<file path="src/rtl/graph_coloring_enumerator_assert.svh">
// assertion macros for the graph coloring enumerator
`ifndef GRAPH_COLORING_ENUMERATOR_ASSERT_SVH
`define GRAPH_COLORING_ENUMERATOR_ASSERT_SVH
`ifndef SYNTHESIS
// same-cycle implication
`define GCE_ASSERT_IMPLY(label, clk, rst, ante, cons) \
   label: assert property (@(posedge clk) disable iff (rst) (ante) |-> (cons)) \
      else $error("graph coloring enumerator check failed");
// next-cycle implication
`define GCE_ASSERT_NEXT(label, clk, rst, ante, cons) \
   label: assert property (@(posedge clk) disable iff (rst) (ante) |=> (cons)) \
      else $error("graph coloring enumerator check failed");
`else
`define GCE_ASSERT_IMPLY(label, clk, rst, ante, cons)
`define GCE_ASSERT_NEXT(label, clk, rst, ante, cons)
`endif
`endif

</file>
<file path="src/rtl/gce_pkg.sv">
package gce_pkg;

   localparam int MAX_REGIONS_DEF = 16;
   localparam int MAX_COLORS_DEF  = 4;

   localparam int ROW_INDEX_W   = 4;
   localparam int ROW_W         = 16;
   localparam int COLORING_W    = 32;
   localparam int COUNT_W       = 32;
   localparam int NUM_REGIONS_W = 5;
   localparam int CSR_ADDR_W    = 3;
   localparam int CSR_DATA_W    = 32;

   // item modes
   localparam logic MODE_LOAD = 1'b0;
   localparam logic MODE_NEXT = 1'b1;

   // register index, taken from paddr[2]
   localparam logic REG_NUM_REGIONS = 1'b0;

   typedef struct packed {
      logic                   mode;
      logic [ROW_INDEX_W-1:0] row_index;
      logic [ROW_W-1:0]       row_bits;
   } req_payload_type;

   typedef struct packed {
      logic                  found;
      logic [COLORING_W-1:0] coloring;
      logic [COUNT_W-1:0]    solution_number;
   } rsp_payload_type;

   typedef enum logic [1:0] {
      ST_IDLE,
      ST_RUN,
      ST_DONE
   } search_status_type;

   typedef enum logic [1:0] {
      SQ_IDLE,
      SQ_STEP,
      SQ_HOLD
   } seq_state_type;

   // top level to search sequencer
   typedef struct packed {
      logic                   start;
      logic                   restart;
      logic                   load;
      logic [ROW_INDEX_W-1:0] load_index;
      logic [ROW_W-1:0]       load_row;
      logic                   take;
   } search_ctrl_type;

   // search sequencer to top level
   typedef struct packed {
      logic busy;
      logic hold;
   } search_stat_type;

endpackage

</file>
<file path="src/rtl/graph_coloring_enumerator.sv">
// enumerates every proper coloring of a graph of up to MaxRegions regions with up to
// MaxColors colors, in lexicographic order with region 0 most significant. write the
// adjacency with load items (mode 0, one row each, no result), then send next items
// (mode 1): each returns the next coloring with its running solution number, or, once the
// search is exhausted, found = 0 with the final count, repeated until a restart. a load
// item or a write to num_regions (byte address 0) restarts the search from the first
// coloring. a next item starts the search, which then takes one search step at a time,
// where a step either places a color on one region or backtracks out of it, and then
// hands the result to the output register once that is free; the step count depends
// on the graph and is bounded by the size of the search tree. the single color-fit
// unit checks one region against all its bordering regions combinationally. no input
// item is taken while a search is running or its result waits. the adjacency store
// is cleared by reset directly, so the block is ready in the cycle after reset.
module graph_coloring_enumerator import gce_pkg::*; #(
   parameter int MaxRegions = MAX_REGIONS_DEF,
   parameter int MaxColors  = MAX_COLORS_DEF
) (
   input  logic                  clock,
   input  logic                  reset,

   // input item channel
   input  logic                  req_valid,
   output logic                  req_stall,
   input  req_payload_type       req_payload,

   // result channel
   output logic                  rsp_valid,
   input  logic                  rsp_stall,
   output rsp_payload_type       rsp_payload,

   // register port
   input  logic                  csr_psel,
   input  logic                  csr_penable,
   input  logic                  csr_pwrite,
   input  logic [CSR_ADDR_W-1:0] csr_paddr,
   input  logic [CSR_DATA_W-1:0] csr_pwdata,
   output logic [CSR_DATA_W-1:0] csr_prdata,
   output logic                  csr_pready
);

   logic [NUM_REGIONS_W-1:0] num_regions_ff, num_regions_in;
   logic                     rsp_valid_ff, rsp_valid_in;
   rsp_payload_type          rsp_payload_ff, rsp_payload_in;

   logic                     req_accept;
   logic                     cfg_write;
   logic                     out_free;
   search_ctrl_type          ctrl;
   search_stat_type          stat;
   rsp_payload_type          result;

   // register port: always ready, register index in paddr[2]
   assign csr_pready = 1'b1;
   assign cfg_write  = csr_psel && csr_penable && csr_pwrite && csr_pready
                       && (csr_paddr[2] == REG_NUM_REGIONS);

   always_comb begin
      if (csr_paddr[2] == REG_NUM_REGIONS) begin
         csr_prdata = CSR_DATA_W'(num_regions_ff);
      end else begin
         csr_prdata = '0;
      end
   end

   assign num_regions_in = cfg_write ? csr_pwdata[NUM_REGIONS_W-1:0] : num_regions_ff;

   // input side: items are taken only while no search is running
   assign req_stall  = stat.busy;
   assign req_accept = req_valid && !req_stall;

   // output register frees up when empty or being taken this cycle
   assign out_free = !rsp_valid_ff || !rsp_stall;

   always_comb begin
      ctrl.start      = req_accept && (req_payload.mode == MODE_NEXT);
      ctrl.load       = req_accept && (req_payload.mode == MODE_LOAD);
      ctrl.load_index = req_payload.row_index;
      ctrl.load_row   = req_payload.row_bits;
      // a load item and a region count write both restart the search
      ctrl.restart    = ctrl.load || cfg_write;
      ctrl.take       = stat.hold && out_free;
   end

   gce_search #(
      .MaxRegions (MaxRegions),
      .MaxColors  (MaxColors)
   ) u_search (
      .clock       (clock),
      .reset       (reset),
      .num_regions (num_regions_ff),
      .ctrl        (ctrl),
      .stat        (stat),
      .result      (result)
   );

   // result register
   always_comb begin
      rsp_payload_in = rsp_payload_ff;
      if (ctrl.take) begin
         rsp_valid_in   = 1'b1;
         rsp_payload_in = result;
      end else begin
         rsp_valid_in = rsp_valid_ff && rsp_stall;
      end
   end

   always_ff @(posedge clock) begin
      if (reset) begin
         num_regions_ff <= NUM_REGIONS_W'(1);
         rsp_valid_ff   <= 1'b0;
      end else begin
         num_regions_ff <= num_regions_in;
         rsp_valid_ff   <= rsp_valid_in;
      end
   end

   always_ff @(posedge clock) begin
      rsp_payload_ff <= rsp_payload_in;
   end

   assign rsp_valid   = rsp_valid_ff;
   assign rsp_payload = rsp_payload_ff;

endmodule

</file>
<file path="src/rtl/gce_fit_unit.sv">
module gce_fit_unit import gce_pkg::*; #(
   parameter int MaxRegions = MAX_REGIONS_DEF,
   parameter int MaxColors  = MAX_COLORS_DEF,
   localparam int RegW   = $clog2(MaxRegions),
   localparam int ColorW = $clog2(MaxColors + 1)
) (
   input  logic [MaxRegions-1:0][ColorW-1:0] colors,
   input  logic [MaxRegions-1:0]             row,
   input  logic [RegW-1:0]                   region,
   input  logic [ColorW-1:0]                 cur_color,
   output logic                              fit_ok,
   output logic [ColorW-1:0]                 fit_color
);

   logic [MaxColors:1] forbidden;

   // colors held by bordering regions, self loop ignored
   always_comb begin
      forbidden = '0;
      for (int c = 1; c <= MaxColors; c++) begin
         for (int j = 0; j < MaxRegions; j++) begin
            if (row[j] && (RegW'(j) != region) && (colors[j] == ColorW'(c))) begin
               forbidden[c] = 1'b1;
            end
         end
      end
   end

   // lowest allowed color above the current one
   always_comb begin
      fit_ok    = 1'b0;
      fit_color = '0;
      for (int c = MaxColors; c >= 1; c--) begin
         if ((ColorW'(c) > cur_color) && !forbidden[c]) begin
            fit_ok    = 1'b1;
            fit_color = ColorW'(c);
         end
      end
   end

endmodule

</file>
<file path="src/rtl/gce_search.sv">
`include "graph_coloring_enumerator_assert.svh"

module gce_search import gce_pkg::*; #(
   parameter int MaxRegions = MAX_REGIONS_DEF,
   parameter int MaxColors  = MAX_COLORS_DEF
) (
   input  logic                     clock,
   input  logic                     reset,
   input  logic [NUM_REGIONS_W-1:0] num_regions,
   input  search_ctrl_type          ctrl,
   output search_stat_type          stat,
   output rsp_payload_type          result
);

   localparam int RegW   = $clog2(MaxRegions);
   localparam int CntW   = $clog2(MaxRegions + 1);
   localparam int ColorW = $clog2(MaxColors + 1);

   logic [MaxRegions-1:0][MaxRegions-1:0] adj_ff, adj_in;
   logic [MaxRegions-1:0][ColorW-1:0]     color_ff, color_in;
   logic [RegW-1:0]                       r_ff, r_in;
   logic [COUNT_W-1:0]                    sol_ff, sol_in;
   search_status_type                     status_ff, status_in;
   seq_state_type                         state_ff, state_in;

   logic [CntW-1:0]                       n;
   logic [MaxRegions-1:0]                 active_mask;
   logic [MaxRegions-1:0]                 row;
   logic                                  fit_ok;
   logic [ColorW-1:0]                     fit_color;
   logic [MaxRegions-1:0][ColorW-1:0]     color_less;

   // clipped region count
   always_comb begin
      if (num_regions == '0) begin
         n = CntW'(1);
      end else if (num_regions > NUM_REGIONS_W'(MaxRegions)) begin
         n = CntW'(MaxRegions);
      end else begin
         n = num_regions[CntW-1:0];
      end
   end

   always_comb begin
      for (int j = 0; j < MaxRegions; j++) begin
         active_mask[j] = (CntW'(j) < n);
      end
   end

   assign row = adj_ff[r_ff] & active_mask;

   gce_fit_unit #(
      .MaxRegions (MaxRegions),
      .MaxColors  (MaxColors)
   ) u_fit (
      .colors    (color_ff),
      .row       (row),
      .region    (r_ff),
      .cur_color (color_ff[r_ff]),
      .fit_ok    (fit_ok),
      .fit_color (fit_color)
   );

   always_ff @(posedge clock) begin
      if (reset) begin
         adj_ff    <= '0;
         color_ff  <= '0;
         r_ff      <= '0;
         sol_ff    <= '0;
         status_ff <= ST_IDLE;
         state_ff  <= SQ_IDLE;
      end else begin
         adj_ff    <= adj_in;
         color_ff  <= color_in;
         r_ff      <= r_in;
         sol_ff    <= sol_in;
         status_ff <= status_in;
         state_ff  <= state_in;
      end
   end

   always_comb begin
      adj_in    = adj_ff;
      color_in  = color_ff;
      r_in      = r_ff;
      sol_in    = sol_ff;
      status_in = status_ff;
      state_in  = state_ff;

      if (ctrl.restart) begin
         if (ctrl.load && ({1'b0, ctrl.load_index} < (ROW_INDEX_W + 1)'(MaxRegions))) begin
            adj_in[ctrl.load_index[RegW-1:0]] = ctrl.load_row[MaxRegions-1:0];
         end
         color_in  = '0;
         r_in      = '0;
         sol_in    = '0;
         status_in = ST_IDLE;
         state_in  = SQ_IDLE;
      end else begin
         unique case (state_ff)
            SQ_IDLE: begin
               if (ctrl.start) begin
                  unique case (status_ff)
                     ST_DONE: begin
                        state_in = SQ_HOLD;
                     end
                     ST_IDLE: begin
                        color_in = '0;
                        r_in     = '0;
                        state_in = SQ_STEP;
                     end
                     default: begin
                        // resume from the last region of the previous coloring
                        r_in     = RegW'(n - CntW'(1));
                        state_in = SQ_STEP;
                     end
                  endcase
               end
            end
            SQ_STEP: begin
               if (fit_ok) begin
                  color_in[r_ff] = fit_color;
                  if ((CntW'(r_ff) + CntW'(1)) == n) begin
                     if (sol_ff != '1) begin
                        sol_in = sol_ff + COUNT_W'(1);
                     end
                     status_in = ST_RUN;
                     state_in  = SQ_HOLD;
                  end else begin
                     r_in                        = r_ff + RegW'(1);
                     color_in[r_ff + RegW'(1)]   = '0;
                  end
               end else begin
                  color_in[r_ff] = '0;
                  if (r_ff == '0) begin
                     status_in = ST_DONE;
                     state_in  = SQ_HOLD;
                  end else begin
                     r_in = r_ff - RegW'(1);
                  end
               end
            end
            SQ_HOLD: begin
               if (ctrl.take) begin
                  state_in = SQ_IDLE;
               end
            end
            default: begin
               state_in = SQ_IDLE;
            end
         endcase
      end
   end

   assign stat.busy = (state_ff != SQ_IDLE);
   assign stat.hold = (state_ff == SQ_HOLD);

   // two bits per region, color minus one
   always_comb begin
      result.found           = (status_ff == ST_RUN);
      result.coloring        = '0;
      result.solution_number = sol_ff;
      for (int k = 0; k < MaxRegions; k++) begin
         color_less[k] = color_ff[k] - ColorW'(1);
         if (result.found && active_mask[k]) begin
            result.coloring[2*k +: 2] = 2'(color_less[k]);
         end
      end
   end

   `GCE_ASSERT_IMPLY(a_step_region_in_range, clock, reset,
      state_ff == SQ_STEP, CntW'(r_ff) < n)
   `GCE_ASSERT_IMPLY(a_found_is_counted, clock, reset,
      (state_ff == SQ_HOLD) && (status_ff == ST_RUN), sol_ff != '0)
   `GCE_ASSERT_NEXT(a_exhausted_answers_at_once, clock, reset,
      (state_ff == SQ_IDLE) && ctrl.start && !ctrl.restart && (status_ff == ST_DONE),
      state_ff == SQ_HOLD)
   `GCE_ASSERT_NEXT(a_restart_clears_search, clock, reset, ctrl.restart,
      (sol_ff == '0) && (status_ff == ST_IDLE) && (state_ff == SQ_IDLE))

endmodule
</file>
<file path="config.mk">
export PLATFORM = sky130hd
export DESIGN_NAME = graph_coloring_enumerator
export DESIGN_NICKNAME = d
export VERILOG_FILES = /design/src/rtl/gce_pkg.sv /design/src/rtl/graph_coloring_enumerator.sv /design/src/rtl/gce_fit_unit.sv /design/src/rtl/gce_search.sv
export VERILOG_INCLUDE_DIRS = /design/src /design/src/rtl
export SDC_FILE = /design/constraint.sdc
export NUM_CORES = 1
export LEC_CHECK = 0
export ABC_AREA = 1
export BUFFER_PORTS_ARGS = -buffer_cell sky130_fd_sc_hd__clkbuf_2
export CAP_MARGIN = 0
export CORE_ASPECT_RATIO = 1.5
export CORE_MARGIN = 4
export CORE_UTILIZATION = 60
export DETAILED_ROUTE_END_ITERATION = 8
export GPL_TIMING_DRIVEN = 1
export PLACE_DENSITY = 0.79
export SETUP_SLACK_MARGIN = 0.02
export SLEW_MARGIN = 20
export SYNTH_ARGS = -nofsm -noshare
export SYNTH_HDL_FRONTEND = slang
export SYNTH_SLANG_ARGS = --single-unit
export TNS_END_PERCENT = 10
</file>
<file path="constraint.sdc">
create_clock -name clock -period 10.4 [get_ports clock]
set_clock_uncertainty 0.05 [all_clocks]
set_input_delay 3.12 -clock clock [delete_from_list [all_inputs] [get_ports clock]]
set_output_delay 3.12 -clock clock [all_outputs]
set_load 0.02 [all_outputs]
</file>
==> results of run 1 <==
==> kinds of logic (layout without fill, tap and decap cells) <==
family          Yosys count  count (layout)  share of synthesized area
simple gates           1605            1605                      0.298
fa+ha+maj                72              72                     0.0402
flops                   415             415                      0.400
buf+inv                 552             546                      0.109
other cells               2              28                   0.000335
xor+xnor                 29              29                     0.0117
compound gates          599             599                      0.141
==> sequential cells by signal, summed over array words and instances, names as in the netlist <==
signal and flops:
num_regions_ff 5, rsp_payload 65, rsp_valid 1, u_search.adj_ff 256, u_search.color_ff 48, u_search.r_ff 4
u_search.sol_ff 32, u_search.state_ff 2, u_search.status_ff 2
==> area by class of cell <==
| class | instances | area [um^2] |
|---|---|---|
| fillers | 3410 | 12800 |
| multi-input cells | 2333 | 11100 |
| flip-flops and latches | 415 | 8960 |
| inverters | 348 | 1310 |
| clock buffers | 58 | 1170 |
| repair buffers | 127 | 707 |
| well taps | 484 | 606 |
| clock inverters | 13 | 130 |
==> through the flow <==
stage / instance area, um^2 / power, mW / instances / util
final: 24000 / 3.64 / 3778 / 0.652
after global routing: 24000 / 3.77 / 3778 / 0.652
after CTS: 24000 / 3.64 / 3778 / 0.652
after detailed placement: 22700 / 2.21 / 3707 / 0.617
after global placement: 22700 / 2.20 / 3707 / 0.617
after floorplan: 22500 / 2.07 / 3300 / -
==> layout by cell type (no fill, tap or decap), drive strengths merged, types with 5 or more instances in the layout <==
cell type and n:
nand2 712, nand3 219, o211ai 5, dfxtp 350
conb 28, xor2 20, nor4 9, a21oi 243
ha 72, nor2 580, nor3 28, inv 343
xnor2 9, edfxtp 65, o21ai 345, clkbuf 163
buf 22, nand3b 19, nand4 33, clkinv 16
==> metal layers <==
layer  vias up  global-route usage  routed length, um
li1      10347                   -                  -
met1      9858               0.365              25000
met2       873               0.558              32500
met3       253              0.0524               4680
met4         0               0.188               4280
met5         -                   0                  0
==> critical path: cells and delay by family <==
family	cells	cell delay (ns)
buf+inv	2	0.31
simple gates	1	0.13
==> power by group <==
part           switching (mW)  leakage (nW)  internal (mW)
clock                   0.639         0.642          0.813
combinational           0.404          6.25          0.119
sequential             0.0172          3.39           1.65
==> path summary, 6_finish.rpt <==
check             slack (ns)  depth (start not counted)                    to
setup / recovery        3.67                          3         csr_prdata[0]
hold reg to reg         0.40                          2  u_search.adj_ff[189]
setup reg to reg        4.81                         20    u_search.sol_ff[4]
hold / removal          0.40                          2  u_search.adj_ff[189]
==> results by group, run 1 <==
Outcome
  – Outcome: finished clean

Place
  – Pre-CTS setup slack: 3.65 ns
  – Gpl congestion: 0.987
  – PortBufs: 105
  – Hpwl dp: 44900 um

Logic synthesis
  – Most common cell in the netlist: nand2_1
  – Flops & latches, synth: 415
  – Commonest cells post-synth: nand2_1 (705), nor2_1 (567), dfxtp_1 (350)
  – Ranking of synthesized cells by area: dfxtp_1 (31%), nand2_1 (12%), nor2_1 (9.5%), edfxtp_1 (8.7%), o21ai_0 (6.9%)
  – Number of flops mapped to enable cells by yosys: 65
  – Yosys warnings: 0
  – Post-synth ARST share: 0
  – Synth area leader: dfxtp_1
  – Synth cell types: 50
  – Main synth FF type: dfxtp_1
  – Syn Std Cell Area: 22400 um^2
  – Syn_area_per_cell: 6.84 um^2
  – Sequential fraction of the synthesis area: 0.400
  – Share of the synthesized area in the top cell type: 0.313
  – Post-Synthesis Cells: 3274

Setup path
  – Worst Path Max Fanout: 6
  – Top cell by count, worst path: clkbuf_2
  – Worst setup SP type: primary input
  – CP Data Arrival Time: 3.56 ns
  – Crit end category: output port
  – R2R Path Start: u_search.r_ff[1]
  – Critical path required time: 7.23 ns
  – Max incr delay on CP: 0.19 ns
  – CP max stage cell: clkbuf_2
  – Critical path class: in2out
  – CP cell instances: clkbuf_2 -> nor2_1 -> clkbuf_2
  – CP Launch Point: csr_paddr[2]

Clock network
  – Root Driver: clkbuf_16
  – Clock slew at reported path FFs: 0.06 ns
  – Worst skew pair latency: 0.58 ns
  – Postcts setup bufs: 0
  – Hold_buf cts: 0
  – H-tree depth: 2
  – CTS tree: yes
  – CTS sink count: 415
  – Resize count post-CTS: 0
  – Clk buf depth: 3
  – Num CTS Buffers: 40

STA
  – RSZ-0062 raised after global routing: false
  – TNS Setup: 0 ns
  – Fin. max-slew vios: 0
  – Post-layout worst setup margin: 3.67 ns
  – Setup-failing EPs final: 0
  – Final period util: 0.647
  – Final Critical Period: 6.73 ns
  – Final Hold Viols: 0
  – Rel. slew slack: 0.244
  – Fmax: 149 MHz
  – Worst-Margin Slew: 1.13 ns
  – Worst hold slack: 0.402 ns

Layout
  – Area Overhead vs Synth: 7.16%
  – Antenna Diode Count: 0
  – Share of cells above drive strength 1: 0.0765
  – Nets: 3400

Global route
  – Global-route wire length before repair: 106000 um
  – Largest net degree at the start of global routing: 159
  – Total global routing overflow: 0
  – Vias in the first global route: 20375
  – Initial antenna violation count: 0
  – GRT Total Usage: 0.318

Power
  – Static Leak: 10.3 nW
  – Maximum vdd drop: 154 uV
  – PwrDens: 152 nW/um^2

Min path
  – Worst min-delay path startpoint: u_search.adj_ff[189]
  – Min-delay worst type: reg2reg

Floorplanning
  – Site row count: 86
  – Total die area: 40600 um^2
  – Die Ht: 245 um
  – Core area: 36800 um^2
  – Ports: 163
  – Die span in x: 166 um
  – Initial Utilization: 0.609

Routing
  – DRC: 0
  – Via-per-instance ratio: 5.65
  – DRT antenna net count: 0
  – WL final: 66500 um
  – Starting DRC count in detailed routing: 1904
  – Total number of vias: 21331
  – WL per Instance: 17.6 um
  – Initial DRT Pass Iterations: 6

Run
  – Max-cap viol count: 0
Note: power is estimated with default switching activity, not from simulation.
==> run 2: changes to the inputs <==
==> constraint.sdc (replaced) <==
create_clock -name clock -period 6.4 [get_ports clock]
set_clock_uncertainty 0.05 [all_clocks]
set_input_delay 1.92 -clock clock [delete_from_list [all_inputs] [get_ports clock]]
set_output_delay 1.92 -clock clock [all_outputs]
set_load 0.02 [all_outputs]
==> results by group, run 2 (same netlist as run 1, synthesis figures left out) <==
Outcome
  – Outcome: finished clean

Routing
  – Total number of vias: 21410 (+0.37%)
  – Initial DRT Pass Iterations: 6 (unchanged)
  – Via-per-instance ratio: 5.65 (about the same)
  – WL final: 67200 um (+1.0%)
  – WL per Instance: 17.7 um (+0.66%)
  – Starting DRC count in detailed routing: 2069 (+8.7%)
  – DRC: 0 (unchanged)
  – DRT antenna net count: 0 (unchanged)

Layout
  – Nets: 3409 (+0.26%)
  – Max FFs per register: 256 (unchanged)
  – Post-Layout Cell Count: 3791 (+0.34%)
  – Area Overhead vs Synth: 8.20%
  – Reg with most FFs: u_search.adj_ff
  – Fillers: 3252 (-4.6%)
  – Most common cell after layout, fill and taps aside: nand2_1
  – Antenna Diode Count: 0 (unchanged)
  – Share of cells above drive strength 1: 0.0810 (+0.00454)
  – Commonest non-fill, non-tap cells in the layout: nand2_1 (705), nor2_1 (567), dfxtp_1 (348)

Power
  – Clock network power share: 0.421 (+0.022)
  – PwrDens: 254 nW/um^2 (+67%)
  – Maximum vdd drop: 288 uV (+87%)
  – Sequential share of power: 0.440 (-0.017)
  – Internal Power: 4.38 mW (+70%)
  – Part of the power in combinational logic: 0.139 (-0.005)
  – Switching Fraction: 0.288 (-0.00378)
  – Static Leak: 10.4 nW (+1.1%)
  – Overall power: 6.15 mW (+69%)
  – Psw: 1.77 mW (+67%)

Clock network
  – Postcts setup bufs: 0 (unchanged)
  – Worst skew pair latency: 0.56 ns (-0.02 ns)
  – CTS sink count: 415 (unchanged)
  – Root Driver: clkbuf_16
  – Num CTS Buffers: 41 (+2.5%)
  – H-tree depth: 2 (unchanged)
  – Resize count post-CTS: 0 (unchanged)
  – Hold_buf cts: 0 (unchanged)
  – Clk buf depth: 3 (unchanged)
  – Clock slew at reported path FFs: 0.06 ns (about the same)
  – CTS tree: yes

Setup path
  – CP max stage cell: nor3_1
  – Worst setup SP type: primary input
  – Worst Path Max Fanout: 27 (+21)
  – Worst r2r dst: u_search.sol_ff[0]
  – Critical path class: in2reg
  – R2R Path Start: u_search.r_ff[0]
  – Flop2flop setup slack: 1.73 ns (-3.08 ns)
  – R2R depth: 16 (-20%)
  – Max incr delay on CP: 0.89 ns (+0.70 ns)
  – Critical path required time: 6.77 ns (-0.46 ns)
  – CP cell instances: clkbuf_2 -> inv_1 -> nor3_1 -> inv_1 -> nor3_1 -> inv_1 -> nor2_1 -> clkinv_1 -> o21ai_0 -> a21oi_1
  – Top cell by count, worst path: inv_1
  – CP Data Arrival Time: 5.20 ns (+1.64 ns)
  – Crit end category: flip-flop

STA
  – Final Critical Period: 4.83 ns
  – Rel. slew slack: 0.251 (+0.00651)
  – Setup-failing EPs final: 0 (unchanged)
  – Worst hold slack: 0.401 ns (-0.000742 ns)
  – TNS Setup: 0 ns (unchanged)
  – Worst-Margin Slew: 1.12 ns (-0.00969 ns)
  – Fmax: 207 MHz
  – Final Hold Viols: 0 (unchanged)
  – Final period util: 0.754
  – RSZ-0062 raised after global routing: false
  – Fin. max-slew vios: 0 (unchanged)
  – Post-layout worst setup margin: 1.57 ns (-2.09 ns)

Min path
  – Hold path endpoint: u_search.adj_ff[10]
  – Worst min-delay path startpoint: u_search.adj_ff[10]
  – Min-delay worst type: reg2reg
  – Hold path cells: 2 (unchanged)

Place
  – Pre-CTS setup slack: 1.26 ns (-2.39 ns)
  – PortBufs: 105 (unchanged)
  – Gpl congestion: 1.00 (+1.4%)
  – Placed Cells: 3715 (+0.22%)
  – Hpwl dp: 45800 um (+2.0%)

Global route
  – Vias in the first global route: 20128 (-1.2%)
  – Global-route wire length before repair: 106000 um (+0.18%)
  – GRT Total Usage: 0.319 (+0.00118)
  – Initial antenna violation count: 0 (unchanged)
  – Largest net degree at the start of global routing: 151 (-5.0%)
  – Total global routing overflow: 0 (unchanged)

Floorplanning
  – Core area: 36800 um^2 (unchanged)
  – Ports: 163 (unchanged)
  – Die span in x: 166 um (unchanged)
  – Die Ht: 245 um (unchanged)
  – Site row count: 86 (unchanged)
  – Initial Utilization: 0.609 (unchanged)
  – Total die area: 40600 um^2 (unchanged)

Run
  – Max-cap viol count: 0 (unchanged)
-- run 2: cell count changes in the layout (fill, tap and decap cells not counted), moves of 2 or more --
cell        before  now
buf_4           20   28
clkbuf_8        10    7
clkinvlp_4       1    3
bufinv_16        1    5
inv_6            2    4
clkbuf_16       40   42
clkbuf_1         8    5
-- run 2: per-stage QoR --
step / utilization / instance area [um^2]
5_1_grt: 0.659 / 24200
2_1_floorplan: - / 22500
3_5_place_dp: 0.619 / 22800
3_3_place_gp: 0.619 / 22800
4_1_cts: 0.659 / 24200
6_report: 0.659 / 24200
-- run 2: power groups by stage --
| stage | logic (mW) | registers [mW] | clock network, mW |
|---|---|---|---|
| after global placement | 0.825 | 2.76 | 0 |
| after floorplan | 0.613 | 2.75 | 0 |
| after CTS | 0.840 | 2.70 | 2.61 |
| final | 0.857 | 2.71 | 2.59 |
| after global routing | 0.927 | 2.71 | 2.71 |
| after detailed placement | 0.836 | 2.76 | 0 |
-- run 2: layout make-up --
type | instances | area [um^2] | share of cell area
timing repair buffer | 135 | 776 | 0.0320
clock buffer | 54 | 1170 | 0.0481
tap | 484 | 606 | 0.0250
clock inverter | 22 | 289 | 0.0119
sequential | 415 | 8960 | 0.370
inverter | 348 | 1310 | 0.0542
multi-input combinational | 2333 | 11100 | 0.459
-- run 2: routing by layer --
layer  share of wire  routed length (um)  GRT usage  vias up
li1                -                   -          -    10391
met3           0.071                4790     0.0451      212
met5               0                   0          0        -
met1            0.38               25500      0.376     9871
met2            0.49               33000      0.559      936
met4           0.058                3870      0.180        0
-- run 2: critical path: cells and delay by family --
| family | cells | cell delay, ns |
|---|---|---|
| AO/OA/AOI/OAI | 2 | 0.57 |
| buffers and inverters | 5 | 1.21 |
| AND/OR/NAND/NOR | 3 | 1.48 |
-- run 2: worst max path at each step --
stage / end / from / slack, ns
floorplan: rsp_payload[0] / rsp_stall / 0.83
global placement: u_search.adj_ff[211] / req_valid / 1.45
detailed placement: u_search.adj_ff[211] / req_valid / 1.26
CTS: u_search.sol_ff[4] / u_search.r_ff[0] / 1.71
global route: u_search.sol_ff[4] / u_search.r_ff[0] / 1.32
finish: u_search.adj_ff[211] / req_valid / 1.57
==> run 3: changes to the inputs <==
--- a/config.mk
+++ b/config.mk
@@ -11,10 +11,10 @@
 export CAP_MARGIN = 0
 export CORE_ASPECT_RATIO = 1.5
 export CORE_MARGIN = 4
-export CORE_UTILIZATION = 60
+export CORE_UTILIZATION = 55
 export DETAILED_ROUTE_END_ITERATION = 8
 export GPL_TIMING_DRIVEN = 1
-export PLACE_DENSITY = 0.79
+export PLACE_DENSITY = 0.77
 export SETUP_SLACK_MARGIN = 0.02
 export SLEW_MARGIN = 20
 export SYNTH_ARGS = -nofsm -noshare
==> constraint.sdc (replaced) <==
create_clock -name clock -period 4.2 [get_ports clock]
set_clock_uncertainty 0.05 [all_clocks]
set_input_delay 1.26 -clock clock [delete_from_list [all_inputs] [get_ports clock]]
set_output_delay 1.26 -clock clock [all_outputs]
set_load 0.02 [all_outputs]
==> results by group, run 3 (same netlist as run 1, synthesis figures left out) <==
STA
  – Setup-failing EPs final: 0 (unchanged)
  – Fin. max-slew vios: 0 (unchanged)
  – Fmax: 259 MHz
  – RSZ-0062 raised after global routing: false
  – Rel. slew slack: 0.364 (+0.114)
  – Final Critical Period: 3.86 ns
  – Worst-Margin Slew: 0.952 ns (-0.163 ns)
  – Final period util: 0.918
  – TNS Setup: 0 ns (unchanged)
  – Final Hold Viols: 0 (unchanged)

Global route
  – Initial antenna violation count: 0 (unchanged)
  – Total global routing overflow: 0 (unchanged)
  – Vias in the first global route: 20331 (+1.0%)
  – Largest net degree at the start of global routing: 138 (-8.6%)
  – GRT Total Usage: 0.294 (-0.0251)
  – Global-route wire length before repair: 106000 um (-0.10%)

Power
  – Static Leak: 10.5 nW (+1.2%)
  – Maximum vdd drop: 383 uV (+33%)
  – Overall power: 9.20 mW (+50%)
  – PwrDens: 376 nW/um^2 (+48%)

Setup path
  – CP Data Arrival Time: 4.28 ns (-0.92 ns)
  – CP top delay family: simple AND/OR/NAND/NOR gates
  – Worst Path Max Fanout: 73 (+170%)
  – Worst setup SP type: flip-flop
  – Critical path buffer and inverter count: 3 (-2)
  – CP max stage cell: dfxtp_4
  – Critical path required time: 4.62 ns (-2.15 ns)
  – Crit end category: flip-flop
  – Max incr delay on CP: 0.61 ns (-0.28 ns)
  – Top cell by count, worst path: nand2_1
  – CP cell instances: buf_12 -> buf_4 -> nand2_1 -> o211ai_1 -> nand2_1 -> nand2_1 -> nand2_1 -> nor2_1 -> nor2_1 -> nand2_1 -> nand2_1 -> nor2_1 -> nand3_2 -> nor2_4 -> nor2_8 -> nand2_8 -> nand3_2 -> buf_4 -> o21ai_0 -> nand2_1 -> nor2_1
  – Critical path class: reg2reg

Clock network
  – Root Driver: clkbuf_16
  – H-tree depth: 2 (unchanged)
  – Clock slew at reported path FFs: 0.06 ns (about the same)
  – Clk buf depth: 3 (unchanged)
  – Num CTS Buffers: 41 (unchanged)
  – CTS sink count: 415 (unchanged)
  – Worst skew pair latency: 0.56 ns (about the same)
  – CTS tree: yes

Floorplanning
  – Total die area: 44100 um^2 (+8.7%)
  – Initial Utilization: 0.557 (-0.0515)
  – Ports: 163 (unchanged)
  – Site row count: 90 (+4.7%)
  – Die span in x: 173 um (+4.2%)
  – Die Ht: 255 um (+4.3%)
  – Core area: 40200 um^2 (+9.2%)

Place
  – Hpwl dp: 46500 um (+1.5%)
  – PortBufs: 105 (unchanged)
  – Gpl congestion: 1.06 (+5.5%)

Layout
  – Most common cell after layout, fill and taps aside: nand2_1
  – Antenna Diode Count: 0 (unchanged)
  – Reg with most FFs: u_search.adj_ff
  – Max FFs per register: 256 (unchanged)
  – Fillers: 3690 (+13%)
  – Commonest non-fill, non-tap cells in the layout: nand2_1 (705), nor2_1 (567), dfxtp_1 (348)
  – Area Overhead vs Synth: 9.09%
  – Share of cells above drive strength 1: 0.0876 (+0.00657)
  – Nets: 3437 (+0.82%)

Routing
  – WL final: 67400 um (+0.30%)
  – WL per Instance: 17.5 um (-0.95%)
  – DRC: 0 (unchanged)
  – Total number of vias: 21450 (+0.19%)
  – Via-per-instance ratio: 5.59 (-1.1%)
  – DRT antenna net count: 0 (unchanged)
  – Initial DRT Pass Iterations: 7 (+1)
  – Starting DRC count in detailed routing: 2013 (-2.7%)

Run
  – Max-cap viol count: 0 (unchanged)

Min path
  – Min-delay worst type: reg2reg

Outcome
  – Outcome: finished clean
[run 3: cell count changes in the layout (fill, tap and decap cells not counted), moves of 2 or more]
| cell | change |
|---|---|
| buf_12 | +5 |
| buf_4 | +22 |
| bufinv_16 | -3 |
| clkinv_1 | +2 |
| clkinv_2 | +3 |
| clkinv_4 | -2 |
| clkinvlp_4 | -3 |
| inv_6 | -2 |
[run 3: worst register-to-register path: cells and delay by family, from the launching register on]
kind                   cells  cell delay [ns]
AOI/OAI and AO/OA          2             0.30
buffers and inverters      3             0.95
DFF                        1             0.61
and+or+nand+nor           16             1.89
[run 3: routing by layer]
metal,global-route usage,part of all wire,vias up,wire (um)
li1,-,-,10433,-
met1,0.335,0.37,9912,25200
met2,0.536,0.50,901,33900
met3,0.0400,0.070,204,4720
met4,0.160,0.054,0,3610
met5,0,0,-,0
[run 3: worst paths after layout]
kind | from | endpoint | slack [ns] | cells past startpoint
max reg2reg | u_search.r_ff[0] | u_search.sol_ff[4] | 0.34 | 21
min reg2reg | u_search.adj_ff[217] | u_search.adj_ff[217] | 0.40 | 2
min | u_search.adj_ff[217] | u_search.adj_ff[217] | 0.40 | 2
max | u_search.r_ff[0] | u_search.sol_ff[4] | 0.34 | 21
[run 3: metrics by stage]
| step | hold slack, ns | cell area [um^2] | util | setup WS, ns | std cells |
|---|---|---|---|---|---|
| 2_1_floorplan | 0.374 | 22500 | - | 0.569 | 3300 |
| 3_3_place_gp | 0.385 | 23100 | 0.574 | 0.355 | 3765 |
| 3_5_place_dp | 0.392 | 23100 | 0.574 | 0.358 | 3765 |
| 4_1_cts | 0.402 | 24400 | 0.608 | 0.312 | 3839 |
| 5_1_grt | 0.416 | 24400 | 0.608 | 0.0427 | 3839 |
| 6_report | 0.401 | 24400 | 0.608 | 0.342 | 3839 |
[run 3: where the power goes]
part / total (mW) / internal, mW / switching (mW)
Clock: 3.73 / 2.11 / 1.62
Sequential: 4.12 / 4.08 / 0.0413
Combinational: 1.35 / 0.344 / 1.01
Total: 9.20 / 6.53 / 2.67
[run 3: layout make-up]
class | instances | area (um^2) | share of cell area
Sequential cell | 415 | 8960 | 0.367
Clock buffer | 54 | 1180 | 0.0481
Multi-Input combinational cell | 2333 | 11100 | 0.455
Tap cell | 506 | 633 | 0.0259
Inverter | 348 | 1310 | 0.0537
Clock inverter | 20 | 180 | 0.00737
Timing Repair Buffer | 163 | 1050 | 0.0430
[run 3: repair_timing]
item / CTS / global route
hold buffers: 0 / 0
setup endpoints to repair: 0 / 3
buffers inserted: 0 / 0
gates resized for setup: 0 / 2
